<file path="config.mk">
export PLATFORM = sky130hd
export DESIGN_NAME = websocket_frame_deframer
export DESIGN_NICKNAME = d
export VERILOG_FILES = /design/src/hw/rtl/wsfd_pkg.sv /design/src/hw/rtl/wsfd_core.sv /design/src/hw/rtl/wsfd_skid.sv /design/src/hw/rtl/websocket_frame_deframer.sv
export VERILOG_INCLUDE_DIRS = /design/src /design/src/hw/rtl
export SDC_FILE = /design/constraint.sdc
export NUM_CORES = 1
export LEC_CHECK = 0
export BUFFER_PORTS_ARGS = -buffer_cell sky130_fd_sc_hd__clkbuf_2
export CAP_MARGIN = 40
export CORE_AREA = 8 8 217 219
export CTS_BUF_LIST = sky130_fd_sc_hd__clkbuf_8
export DETAILED_ROUTE_END_ITERATION = 8
export DIE_AREA = 0 0 225 227
export GPL_TIMING_DRIVEN = 0
export PLACE_DENSITY = 0.56
export SLEW_MARGIN = 20
export SYNTH_ARGS = -nofsm -noshare
export SYNTH_HDL_FRONTEND = slang
export SYNTH_HIERARCHICAL = 1
export SYNTH_SLANG_ARGS = --single-unit
</file>
<file path="constraint.sdc">
create_clock -name aclk -period 13.3 [get_ports aclk]
set_input_delay 0.665 -clock aclk [delete_from_list [all_inputs] [get_ports aclk]]
set_output_delay 0.665 -clock aclk [all_outputs]
set_load 0.005 [all_outputs]
</file>
<file path="src/hw/rtl/websocket_frame_deframer_assert.svh">
// assertion macros shared by the websocket deframer rtl
`ifndef WEBSOCKET_FRAME_DEFRAMER_ASSERT_SVH
`define WEBSOCKET_FRAME_DEFRAMER_ASSERT_SVH

// same-cycle implication, held off while reset is low
`define WSFD_ASSERT_IMP(label, clk, rstn, ante, cons) \
    label: assert property (@(posedge clk) disable iff (!(rstn)) (ante) |-> (cons)) \
        else $error("wsfd assertion failed");

// next-cycle implication, held off while reset is low
`define WSFD_ASSERT_NXT(label, clk, rstn, ante, cons) \
    label: assert property (@(posedge clk) disable iff (!(rstn)) (ante) |=> (cons)) \
        else $error("wsfd assertion failed");

`endif

</file>
<file path="src/hw/rtl/wsfd_pkg.sv">
// types and constants of the websocket frame deframer
`timescale 1ns / 1ps
`default_nettype none

package wsfd_pkg;

    // width that the decoded length is saturated to
    localparam int LENGTH_BITS = 64;
    localparam logic [63:0] LENGTH_MAX =
        (LENGTH_BITS >= 64) ? 64'hFFFF_FFFF_FFFF_FFFF : ((64'd1 << LENGTH_BITS) - 64'd1);

    // 7-bit length codes that announce an extended length
    localparam logic [6:0] LEN_CODE_EXT16 = 7'd126;
    localparam logic [6:0] LEN_CODE_EXT64 = 7'd127;

    // header byte counts
    localparam logic [3:0] EXT16_BYTES = 4'd2;
    localparam logic [3:0] EXT64_BYTES = 4'd8;
    localparam logic [3:0] KEY_BYTES   = 4'd4;

    // result kinds
    localparam logic KIND_HEADER  = 1'b0;
    localparam logic KIND_PAYLOAD = 1'b1;

    typedef enum logic [2:0] {
        PH_IDLE = 3'd0,
        PH_LEN  = 3'd1,
        PH_EXT  = 3'd2,
        PH_KEY  = 3'd3,
        PH_DATA = 3'd4,
        PH_DROP = 3'd5
    } phase_t;

    typedef struct packed {
        logic        kind;
        logic        fin;
        logic [2:0]  rsv;
        logic [3:0]  opcode;
        logic        masked;
        logic [63:0] frame_len;
        logic [7:0]  out_byte;
        logic        last;
    } result_t;

    // clamp a decoded length to the supported range
    function automatic logic [63:0] sat_len(input logic [63:0] v);
        logic [63:0] r;
        r = v;
        if ((v & ~LENGTH_MAX) != 64'd0) begin
            r = LENGTH_MAX;
        end
        return r;
    endfunction

endpackage

`default_nettype wire

</file>
<file path="src/hw/rtl/wsfd_core.sv">
// header parser, length and key capture, payload unmasking
`timescale 1ns / 1ps
`default_nettype none

`include "websocket_frame_deframer_assert.svh"

module wsfd_core (
    input  wire logic              aclk,
    input  wire logic              aresetn,
    input  wire logic              take,
    input  wire logic              start_of_buffer,
    input  wire logic [7:0]        in_byte,
    output wsfd_pkg::result_t      res,
    output logic                   res_valid
);

    wsfd_pkg::phase_t phase_reg, phase_next;
    logic [7:0]  first_byte_reg, first_byte_next;
    logic        mask_reg, mask_next;
    logic [63:0] length_reg, length_next;
    logic [3:0]  count_reg, count_next;
    logic [31:0] key_reg, key_next;
    logic [63:0] left_reg, left_next;
    logic [1:0]  mpos_reg, mpos_next;

    // shared decode
    logic [6:0]  code;
    logic        code_ext;
    logic [3:0]  count_dec;
    logic [63:0] ext_len;
    logic [63:0] done_len;
    logic        hdr_mask;
    logic        length_done;
    logic        key_done;
    logic        emit_hdr;
    logic [63:0] hdr_len;
    logic        data_beat;
    logic [7:0]  key_byte;

    always_comb begin
        code      = in_byte[6:0];
        code_ext  = (code == wsfd_pkg::LEN_CODE_EXT16) || (code == wsfd_pkg::LEN_CODE_EXT64);
        count_dec = count_reg - 4'd1;
        ext_len   = {length_reg[55:0], in_byte};
        done_len  = wsfd_pkg::sat_len((phase_reg == wsfd_pkg::PH_LEN) ? {57'd0, code} : ext_len);
        hdr_mask  = (phase_reg == wsfd_pkg::PH_LEN) ? in_byte[7] : mask_reg;
        length_done = take && !start_of_buffer &&
            (((phase_reg == wsfd_pkg::PH_LEN) && !code_ext) ||
             ((phase_reg == wsfd_pkg::PH_EXT) && (count_dec == 4'd0)));
        key_done  = take && !start_of_buffer &&
            (phase_reg == wsfd_pkg::PH_KEY) && (count_dec == 4'd0);
        emit_hdr  = (length_done && !hdr_mask) || key_done;
        hdr_len   = key_done ? length_reg : done_len;
        data_beat = take && !start_of_buffer && (phase_reg == wsfd_pkg::PH_DATA);
        case (mpos_reg)
            2'd0:    key_byte = key_reg[31:24];
            2'd1:    key_byte = key_reg[23:16];
            2'd2:    key_byte = key_reg[15:8];
            default: key_byte = key_reg[7:0];
        endcase
    end

    // next state
    always_comb begin
        phase_next      = phase_reg;
        first_byte_next = first_byte_reg;
        mask_next       = mask_reg;
        length_next     = length_reg;
        count_next      = count_reg;
        key_next        = key_reg;
        left_next       = left_reg;
        mpos_next       = mpos_reg;
        if (take) begin
            if (start_of_buffer) begin
                first_byte_next = in_byte;
                mask_next       = 1'b0;
                length_next     = 64'd0;
                count_next      = 4'd0;
                key_next        = 32'd0;
                left_next       = 64'd0;
                mpos_next       = 2'd0;
                phase_next      = wsfd_pkg::PH_LEN;
            end else begin
                case (phase_reg)
                    wsfd_pkg::PH_LEN: begin
                        mask_next   = in_byte[7];
                        length_next = 64'd0;
                        if (code == wsfd_pkg::LEN_CODE_EXT16) begin
                            count_next = wsfd_pkg::EXT16_BYTES;
                            phase_next = wsfd_pkg::PH_EXT;
                        end else if (code == wsfd_pkg::LEN_CODE_EXT64) begin
                            count_next = wsfd_pkg::EXT64_BYTES;
                            phase_next = wsfd_pkg::PH_EXT;
                        end
                    end
                    wsfd_pkg::PH_EXT: begin
                        length_next = ext_len;
                        count_next  = count_dec;
                    end
                    wsfd_pkg::PH_KEY: begin
                        key_next   = {key_reg[23:0], in_byte};
                        count_next = count_dec;
                    end
                    wsfd_pkg::PH_DATA: begin
                        mpos_next = mpos_reg + 2'd1;
                        if (left_reg != 64'd0) begin
                            left_next = left_reg - 64'd1;
                        end
                        if (left_reg <= 64'd1) begin
                            phase_next = wsfd_pkg::PH_DROP;
                        end
                    end
                    default: begin
                    end
                endcase
                if (length_done) begin
                    length_next = done_len;
                    if (hdr_mask) begin
                        count_next = wsfd_pkg::KEY_BYTES;
                        key_next   = 32'd0;
                        phase_next = wsfd_pkg::PH_KEY;
                    end
                end
                if (emit_hdr) begin
                    left_next  = hdr_len;
                    mpos_next  = 2'd0;
                    phase_next = (hdr_len == 64'd0) ? wsfd_pkg::PH_DROP : wsfd_pkg::PH_DATA;
                end
            end
        end
    end

    // result of this beat
    always_comb begin
        res_valid          = emit_hdr || data_beat;
        res.kind           = data_beat ? wsfd_pkg::KIND_PAYLOAD : wsfd_pkg::KIND_HEADER;
        res.fin            = first_byte_reg[7];
        res.rsv            = first_byte_reg[6:4];
        res.opcode         = first_byte_reg[3:0];
        res.masked         = data_beat ? mask_reg : hdr_mask;
        res.frame_len      = data_beat ? length_reg : hdr_len;
        res.out_byte       = 8'd0;
        res.last           = 1'b0;
        if (data_beat) begin
            res.out_byte = mask_reg ? (in_byte ^ key_byte) : in_byte;
            res.last     = (left_reg <= 64'd1);
        end else begin
            res.last     = (hdr_len == 64'd0);
        end
    end

    always_ff @(posedge aclk) begin
        if (!aresetn) begin
            phase_reg <= wsfd_pkg::PH_IDLE;
            count_reg <= 4'd0;
        end else begin
            phase_reg <= phase_next;
            count_reg <= count_next;
        end
    end

    always_ff @(posedge aclk) begin
        first_byte_reg <= first_byte_next;
        mask_reg       <= mask_next;
        length_reg     <= length_next;
        key_reg        <= key_next;
        left_reg       <= left_next;
        mpos_reg       <= mpos_next;
    end

    `WSFD_ASSERT_IMP(a_no_result_when_dropping, aclk, aresetn,
        take && !start_of_buffer &&
        ((phase_reg == wsfd_pkg::PH_IDLE) || (phase_reg == wsfd_pkg::PH_DROP)),
        !res_valid)
    `WSFD_ASSERT_IMP(a_hdr_last_means_empty, aclk, aresetn,
        res_valid && (res.kind == wsfd_pkg::KIND_HEADER) && res.last,
        res.frame_len == 64'd0)
    `WSFD_ASSERT_NXT(a_last_ends_frame, aclk, aresetn,
        res_valid && res.last, phase_reg == wsfd_pkg::PH_DROP)
    `WSFD_ASSERT_NXT(a_start_restarts, aclk, aresetn,
        take && start_of_buffer, phase_reg == wsfd_pkg::PH_LEN)

endmodule

`default_nettype wire

</file>
<file path="src/hw/rtl/wsfd_skid.sv">
// two-entry output register that keeps the input side running under stall
`timescale 1ns / 1ps
`default_nettype none

`include "websocket_frame_deframer_assert.svh"

module wsfd_skid (
    input  wire logic              aclk,
    input  wire logic              aresetn,
    input  wire logic              in_valid,
    input  wire wsfd_pkg::result_t in_data,
    output logic                   in_ready,
    output logic                   out_valid,
    output wsfd_pkg::result_t      out_data,
    input  wire logic              out_ready
);

    logic              main_valid_reg, main_valid_next;
    logic              skid_valid_reg, skid_valid_next;
    wsfd_pkg::result_t main_reg, main_next;
    wsfd_pkg::result_t skid_reg, skid_next;
    logic              in_fire;
    logic              load;

    assign in_ready  = !skid_valid_reg;
    assign in_fire   = in_valid && in_ready;
    assign load      = !main_valid_reg || out_ready;
    assign out_valid = main_valid_reg;
    assign out_data  = main_reg;

    always_comb begin
        main_valid_next = main_valid_reg;
        skid_valid_next = skid_valid_reg;
        main_next       = main_reg;
        skid_next       = skid_reg;
        if (load) begin
            if (skid_valid_reg) begin
                main_next       = skid_reg;
                main_valid_next = 1'b1;
                skid_valid_next = 1'b0;
            end else begin
                main_next       = in_data;
                main_valid_next = in_fire;
            end
        end else if (in_fire) begin
            skid_next       = in_data;
            skid_valid_next = 1'b1;
        end
    end

    always_ff @(posedge aclk) begin
        if (!aresetn) begin
            main_valid_reg <= 1'b0;
            skid_valid_reg <= 1'b0;
        end else begin
            main_valid_reg <= main_valid_next;
            skid_valid_reg <= skid_valid_next;
        end
    end

    always_ff @(posedge aclk) begin
        main_reg <= main_next;
        skid_reg <= skid_next;
    end

    `WSFD_ASSERT_IMP(a_skid_behind_main, aclk, aresetn,
        skid_valid_reg, main_valid_reg)
    `WSFD_ASSERT_NXT(a_stall_fills_skid, aclk, aresetn,
        main_valid_reg && !out_ready && in_fire, skid_valid_reg)
    `WSFD_ASSERT_NXT(a_drain_empties, aclk, aresetn,
        main_valid_reg && out_ready && !skid_valid_reg && !in_fire, !main_valid_reg)

endmodule

`default_nettype wire

</file>
<file path="src/hw/rtl/websocket_frame_deframer.sv">
// top level of the websocket (rfc 6455) frame deframer
// usage:
//   s_ channel: one received byte per beat; s_start_of_buffer marks the first
//   byte of a buffer and restarts the parser with that byte as header byte one
//   m_ channel: at most one result per input beat; a header result (m_kind 0)
//   once the length and masking key are known, then one beat per payload byte
//   with the mask removed; m_last flags the final result of the frame
//   results are registered: m_ is driven from the output register, not the parser
//   throughput: one byte per cycle while s_ready is high, set by the
//   combinational parser update between the input handshake and the output register
//   bytes outside a frame (before a buffer start, after the payload) are
//   dropped without a result
//   reset (aresetn low, synchronous): parser waits for a buffer start, output
//   register empties
//   receiver stall: a two-entry output register takes the beat in flight, then
//   s_ready falls until m_ready drains it; nothing is lost or repeated
`timescale 1ns / 1ps
`default_nettype none

module websocket_frame_deframer (
    input  wire logic        aclk,
    input  wire logic        aresetn,
    // byte input
    input  wire logic        s_valid,
    output logic             s_ready,
    input  wire logic        s_start_of_buffer,
    input  wire logic [7:0]  s_in_byte,
    // results
    output logic             m_valid,
    input  wire logic        m_ready,
    output logic             m_kind,
    output logic             m_fin,
    output logic [2:0]       m_rsv,
    output logic [3:0]       m_opcode,
    output logic             m_masked,
    output logic [63:0]      m_frame_len,
    output logic [7:0]       m_out_byte,
    output logic             m_last
);

    wsfd_pkg::result_t res;
    wsfd_pkg::result_t out_data;
    logic              res_valid;
    logic              take;

    // beat accepted on the byte side
    assign take = s_valid && s_ready;

    // parser: state update and combinational result for this beat
    wsfd_core u_core (
        .aclk            (aclk),
        .aresetn         (aresetn),
        .take            (take),
        .start_of_buffer (s_start_of_buffer),
        .in_byte         (s_in_byte),
        .res             (res),
        .res_valid       (res_valid)
    );

    // output register with a skid entry, ready is registered
    wsfd_skid u_skid (
        .aclk      (aclk),
        .aresetn   (aresetn),
        .in_valid  (res_valid),
        .in_data   (res),
        .in_ready  (s_ready),
        .out_valid (m_valid),
        .out_data  (out_data),
        .out_ready (m_ready)
    );

    // result fields onto their ports
    assign m_kind           = out_data.kind;
    assign m_fin            = out_data.fin;
    assign m_rsv            = out_data.rsv;
    assign m_opcode         = out_data.opcode;
    assign m_masked         = out_data.masked;
    assign m_frame_len      = out_data.frame_len;
    assign m_out_byte       = out_data.out_byte;
    assign m_last           = out_data.last;

endmodule

`default_nettype wire

</file>
# Word level (Yosys, flattened, before mapping)
# Index checks and enable logic that the tools add are counted.
# classes
addsub	3
magnitude_cmp	1
eq_ne	8
muxes	36
bitwise_logic	3
reduce_logical	35
# op_table
op	count
$mux W64	7
$pmux W64 S2	1
$mux W32	3
$mux W83	1
$le A64 B1 Y1 const B	1
$logic_not A64 Y1	1
$reduce_bool A64 Y1	1
$sub A64 B1 Y64 const B	1
$pmux W8 S3	1
$mux W3	7
$mux W4	5
$mux W8	2
$eq A7 B7 Y1 const B	2
$logic_and A1 B1 Y1	10
$pmux W4 S2	1
$reduce_and A2 Y1	4
$xor A8 B8 Y8	1
$eq A3 B2 Y1 const B	2
$mux W1	6
$pmux W3 S2	1
$reduce_bool A3 Y1	2
$reduce_or A2 Y1	3
$logic_not A1 Y1	5
$logic_or A1 B1 Y1	5
12 further kinds	13
# totals
register_bits	346
input_bits	13
out_inout_bits	85
elab_cells	112

# Longest topological paths before layout
# depth
ltp_word	11
depth_mapped	15
depth_no_buf	9

# Cells and area by module
# The synthesis kept the hierarchy.
# by_module_without_submodules
mod	n_inst	cells_per_inst	area_per_inst_um2	seq_area_each_um2
wsfd_core	1	1173	11000.6	5275.1
wsfd_skid	1	267	6246.0	5024.8
websocket_frame_deframer	1	1	6.3	0.0

# Worst setup path after synthesis
# OpenSTA, ideal clock, no wires.
# synth_timing
path_type	register to register
startpoint	register u_skid.skid_valid_reg
endpoint	register u_skid/skid_reg[0] in the netlist's numbering, enable pin
setup_time_ns	0.643
arrival_time_ns	9.120
t_required_ns	12.657
slack_ns	3.536
stages_incl_launch_ff	15
n_path_buf	6
period_less_slack_ns	9.764
cell_sequence	dfxtp_1 -> buf_6 -> buf_8 -> buf_12 -> inv_1 -> and2_1 -> clkbuf_1 -> nor4bb_1 -> and3b_1 -> and4_1 -> buf_2 -> nor3_2 -> clkbuf_1 -> nand2_1 -> nor3b_1
# synth_via
elab_chain_len	9
word_cells_on_any_way	12
classes_between	reduce/logical (12)
# synth_rtl
item	line_no	source
start, declared	wsfd_skid.sv:19	logic skid_valid_reg, skid_valid_next;
start signal, assigned	wsfd_skid.sv:57	skid_valid_reg <= skid_valid_next;
$logic_not A1 Y1 (*)	wsfd_skid.sv:25	assign in_ready = !skid_valid_reg;
net s_ready	websocket_frame_deframer.sv:25	output logic s_ready,
$logic_and A1 B1 Y1 (*)	websocket_frame_deframer.sv:47	assign take = s_valid && s_ready;
net take	websocket_frame_deframer.sv:44	logic take;
$logic_and A1 B1 Y1 (*)	wsfd_core.sv:47, wsfd_core.sv:50, wsfd_core.sv:54	
$logic_and A1 B1 Y1, on equally long branches	wsfd_core.sv:47, wsfd_core.sv:50	
$logic_and A1 B1 Y1, on equally long branches	wsfd_core.sv:52, wsfd_core.sv:51	
$logic_or A1 B1 Y1	wsfd_core.sv:52	emit_hdr = (length_done && !hdr_mask) || key_done;
$logic_or A1 B1 Y1 (*)	wsfd_core.sv:135	res_valid = emit_hdr || data_beat;
net res_valid	websocket_frame_deframer.sv:43	logic res_valid;
$logic_and A1 B1 Y1 (*)	wsfd_skid.sv:26	assign in_fire = in_valid && in_ready;
$reduce_and A2 Y1 (no source line) (*)	n/a	
end signal, assigned	wsfd_skid.sv:63	skid_reg <= skid_next;
end, declared	wsfd_skid.sv:21	wsfd_pkg::result_t skid_reg, skid_next;
# The timed path passes the listed nets; every way through them passes the cells marked *.
# A chain may end at the register's enable or synchronous reset.

# Worst setup path after layout
# layout_timing
startpoint	register u_skid.skid_valid_reg
endpoint	register u_skid/skid_reg[49] in the netlist's numbering, enable pin
# layout_via
elab_chain_len	9
word_cells_on_any_way	12
classes_between	reduce/logical (12)
# layout_rtl
item	line_no
$logic_not A1 Y1 (*)	wsfd_skid.sv:25
$logic_and A1 B1 Y1 (*)	websocket_frame_deframer.sv:47
net take	websocket_frame_deframer.sv:44
$logic_and A1 B1 Y1 (*)	wsfd_core.sv:47, wsfd_core.sv:50, wsfd_core.sv:54
$logic_and A1 B1 Y1, on equally long branches	wsfd_core.sv:47, wsfd_core.sv:50
$logic_and A1 B1 Y1, on equally long branches	wsfd_core.sv:52, wsfd_core.sv:51
$logic_or A1 B1 Y1	wsfd_core.sv:52
$logic_or A1 B1 Y1 (*)	wsfd_core.sv:135
net res_valid	websocket_frame_deframer.sv:43
$logic_and A1 B1 Y1 (*)	wsfd_skid.sv:26
$reduce_and A2 Y1 (no source line) (*)	n/a
# Marks and branches as above.

==> impl_results.md <==
- Layout area overhead: 14.9%
- RSZ-0062 raised after global routing: false
- Synthesis-stage register bit count: 346
- Die X-Extent: 225 um
- Reg2reg path depth: 21
- Post-cts sizing count: 0
- CP Class: reg -> reg
- Core Util, Final: 0.454
- H-tree level count: 2
- Latest clock arrival within the worst-skew pair: 0.66 ns
- Initial Util: 0.395
- Kind of end point of the critical path: flip-flop
- Syn_nets: 1462
- Fin nets: 1637
- Vias in the first global route: 12700
- Maximum vdd ir drop: 0.0694 mV
- Drt via density: 5.64
- Sequential-to-total area share from yosys stat: 0.597
- Final Hold Fails: 0
- Worst path buffer plus inverter count: 14
- Crit Path Max Fanout: 24
- Reg clk slew, reported paths: 0.06 ns
- Setup repair bufs after CTS: 0
- Hold Path Class: in -> reg
- Max Cap Violations: 0
- Final antenna diode count: 0
- Status: finished, final reports clean
- CTS Buf Count: 59
- Ys Warns: 6
- Share of cells above drive strength 1: 0.202
- Commonest non-fill, non-tap cell in the layout: edfxtp_1
- DP Cell Count: 2143
- Die Area: 51100 um2
- Flop-to-flop setup slack: 7.74 ns
- GRT overflow: 0
- Max-Slew Margin vs Limit: 0.395
- Pleak: 7.21 nW
- Sink Count: 346
- Largest stage delay, worst path: 0.62 ns
- GRT Total Usage: 0.203
- Cts hold-fix bufs: 0
- Crit path time final: 5.56 ns
- Post-route insts no fill: 2253
- Startpoint types: flip-flop
- Largest net degree at the start of global routing: 53
- Max Buffers Root-to-Sink: 3
- Critical R2R Launch: u_skid/skid_valid_reg
- Netlist cell types: 74
- Placer congestion estimate: 0.919
- Most frequent cells in the layout: edfxtp_1 (337), nand2_1 (175), a21oi_1 (103)
- DRC violations left: 0
- Initial antenna violation count: 0
- Routed vias: 12700
- DRT iter0 DRCs: 1383
- Port-buffer cells: 96
- Final worst path period share: 0.418
- Syn avg cell area: 12.0 um2
- Root Buffer: clkbuf_8
- Routed Antenna Nets: 0
- Syn Inst Count: 1441
- Pwr dens: 120 nW/um2
- CTS tree: yes
- Number of flops mapped to enable cells by yosys: 337
- WL per Instance: 23.2 um
- Worst Max-Slew Pin Slew: 0.902 ns
- Fraction of registers with async set/reset: 0
- Fmax: 0.180 GHz
- DRT Pass-1 Iters: 6
- Total chip power: 0.00238 W
- Hold depth: 1
- Hold path start: s_in_byte[0]
- Top FF cell, synth: edfxtp_1
- Height of the chip: 227 um
- Endpoints failing setup: 0
- Hold EP: u_core/first_byte_reg[0]
- Clk_skew: 0.0214 ns
- Fin. max-slew vios: 0
- WP data required: 13.66 ns
- Synth Cell Area: 17300 um2
- CP most frequent cell: buf_4
- Critical-path cell list: buf_6, buf_8, buf_12, inv_1, and2_2, buf_16, clkbuf_1, nor4bb_1, and3b_1, and4_1, buf_2, nor3_2, clkbuf_1, buf_6, nand2_1, nor3b_2, buf_6, buf_4, buf_4, buf_4, buf_4
- Worst EP arrival: 5.92 ns
- Core Box Area: 43600 um2
- WL final: 52.4 mm
- CP max stage cell: nor3b_2
- R2R Path End: u_skid/skid_reg[49]
- Row cnt: 77
- I/O Pins: 98
- Global-route wire length before repair: 79.4 mm
- Worst path top cell family by delay: buffers and inverters
- HPWL reported at the end of detailed placement: 36.1 mm
==> worst register-to-register path, cell delays in order, from the launching register on <==
cell	delay [ns]
dfxtp_1	0.31
buf_6	0.14
buf_8	0.18
buf_12	0.17
inv_1	0.07
and2_2	0.33
buf_16	0.22
clkbuf_1	0.28
nor4bb_1	0.48
and3b_1	0.28
and4_1	0.19
buf_2	0.20
nor3_2	0.13
clkbuf_1	0.26
buf_6	0.20
nand2_1	0.09
nor3b_2	0.62
buf_6	0.25
buf_4	0.21
buf_4	0.21
buf_4	0.22
buf_4	0.22
==> stage by stage <==
stage	hold slack, ns	setup WS [ns]	setup TNS (ns)	area, um2
finish	0.202	7.74	0	19800
global route	0.164	7.42	0	19800
CTS	0.150	7.58	0	19800
detailed placement	0.435	7.63	0	18700
global placement	0.429	-1.05	-85.22	18500
floorplan	0.422	3.54	0	17300
==> routing by layer <==
layer / up-vias / track usage / part of all wire
met2: 554 / 0.328 / 0.47
met3: 114 / 0.0419 / 0.079
met4: 0 / 0.0880 / 0.039
met1: 6282 / 0.264 / 0.41
met5: - / 0 / 0
li1: 5762 / - / -
==> Yosys cell counts, types with 4 or more instances <==
| cell | number | area, um2 |
|---|---|---|
| nand2_1 | 175 | 657 |
| a31oi_1 | 7 | 43.8 |
| a22oi_1 | 5 | 37.5 |
| buf_2 | 16 | 80.1 |
| and4_1 | 4 | 35.0 |
| nor2_1 | 85 | 319 |
| dfxtp_1 | 9 | 180 |
| a211o_1 | 5 | 43.8 |
| ha_1 | 8 | 100 |
| and3_1 | 34 | 213 |
| clkbuf_1 | 69 | 259 |
| xnor2_1 | 35 | 307 |
| and2_1 | 68 | 425 |
| mux2_2 | 53 | 597 |
| nand2b_1 | 5 | 31.3 |
| o21ai_0 | 56 | 280 |
| nand4_1 | 7 | 43.8 |
| buf_8 | 4 | 60.1 |
| mux2_4 | 37 | 556 |
| or2_2 | 4 | 25.0 |
| nor4_1 | 33 | 206 |
| nand3b_1 | 5 | 37.5 |
| or4_1 | 6 | 45.0 |
| a311oi_1 | 4 | 35.0 |
| nand3_1 | 27 | 135 |
| a211oi_1 | 51 | 383 |
| buf_1 | 4 | 15.0 |
| xor2_1 | 34 | 298 |
| nor3b_1 | 4 | 30.0 |
| edfxtp_1 | 337 | 10100 |
| o21a_1 | 5 | 37.5 |
| inv_1 | 17 | 63.8 |
| a21oi_1 | 103 | 515 |
| or3_1 | 17 | 106 |
| nor3_1 | 36 | 180 |
| a222oi_1 | 8 | 80.1 |
| a221oi_1 | 6 | 52.6 |
==> logic make-up after synthesis <==
kind of cell,after synthesis,share of synthesized area
compound gates,278,0.102
xor+xnor,69,0.0350
fa+ha+maj,8,0.00580
buf+inv,114,0.0306
flops,346,0.597
mux,93,0.0688
simple gates,533,0.161
==> how the worst max path moves through the flow <==
stage                                      from  cells past startpoint                   to  slack (ns)
after CTS                 u_skid/skid_valid_reg                     20  u_skid/skid_reg[49]        7.58
after floorplan           u_skid/skid_valid_reg                     14   u_skid/skid_reg[0]        3.54
after detailed placement  u_skid/skid_valid_reg                     20  u_skid/skid_reg[49]        7.63
final                     u_skid/skid_valid_reg                     21  u_skid/skid_reg[49]        7.74
after global placement                  m_ready                      3  u_skid/skid_reg[49]       -1.05
after global routing      u_skid/skid_valid_reg                     21  u_skid/skid_reg[49]        7.42
==> cell type report <==
type	instances	area (um2)
plain buffers	97	464
clock buffers	60	826
clock inverters	46	275
fillers	4083	23800
inverters	17	63.8
multi-input cells	981	6450
flip-flops and latches	346	10300
well taps	592	741
repair buffers	114	696
==> power breakdown <==
group	internal (W)	switching, W	leakage, nW
Sequential	0.00125	0.0000381	3.46
Clock	0.000476	0.000448	0.646
Combinational	0.0000683	0.000105	3.10
Total	0.00179	0.000591	7.21
(Power assumes the default switching activity.)
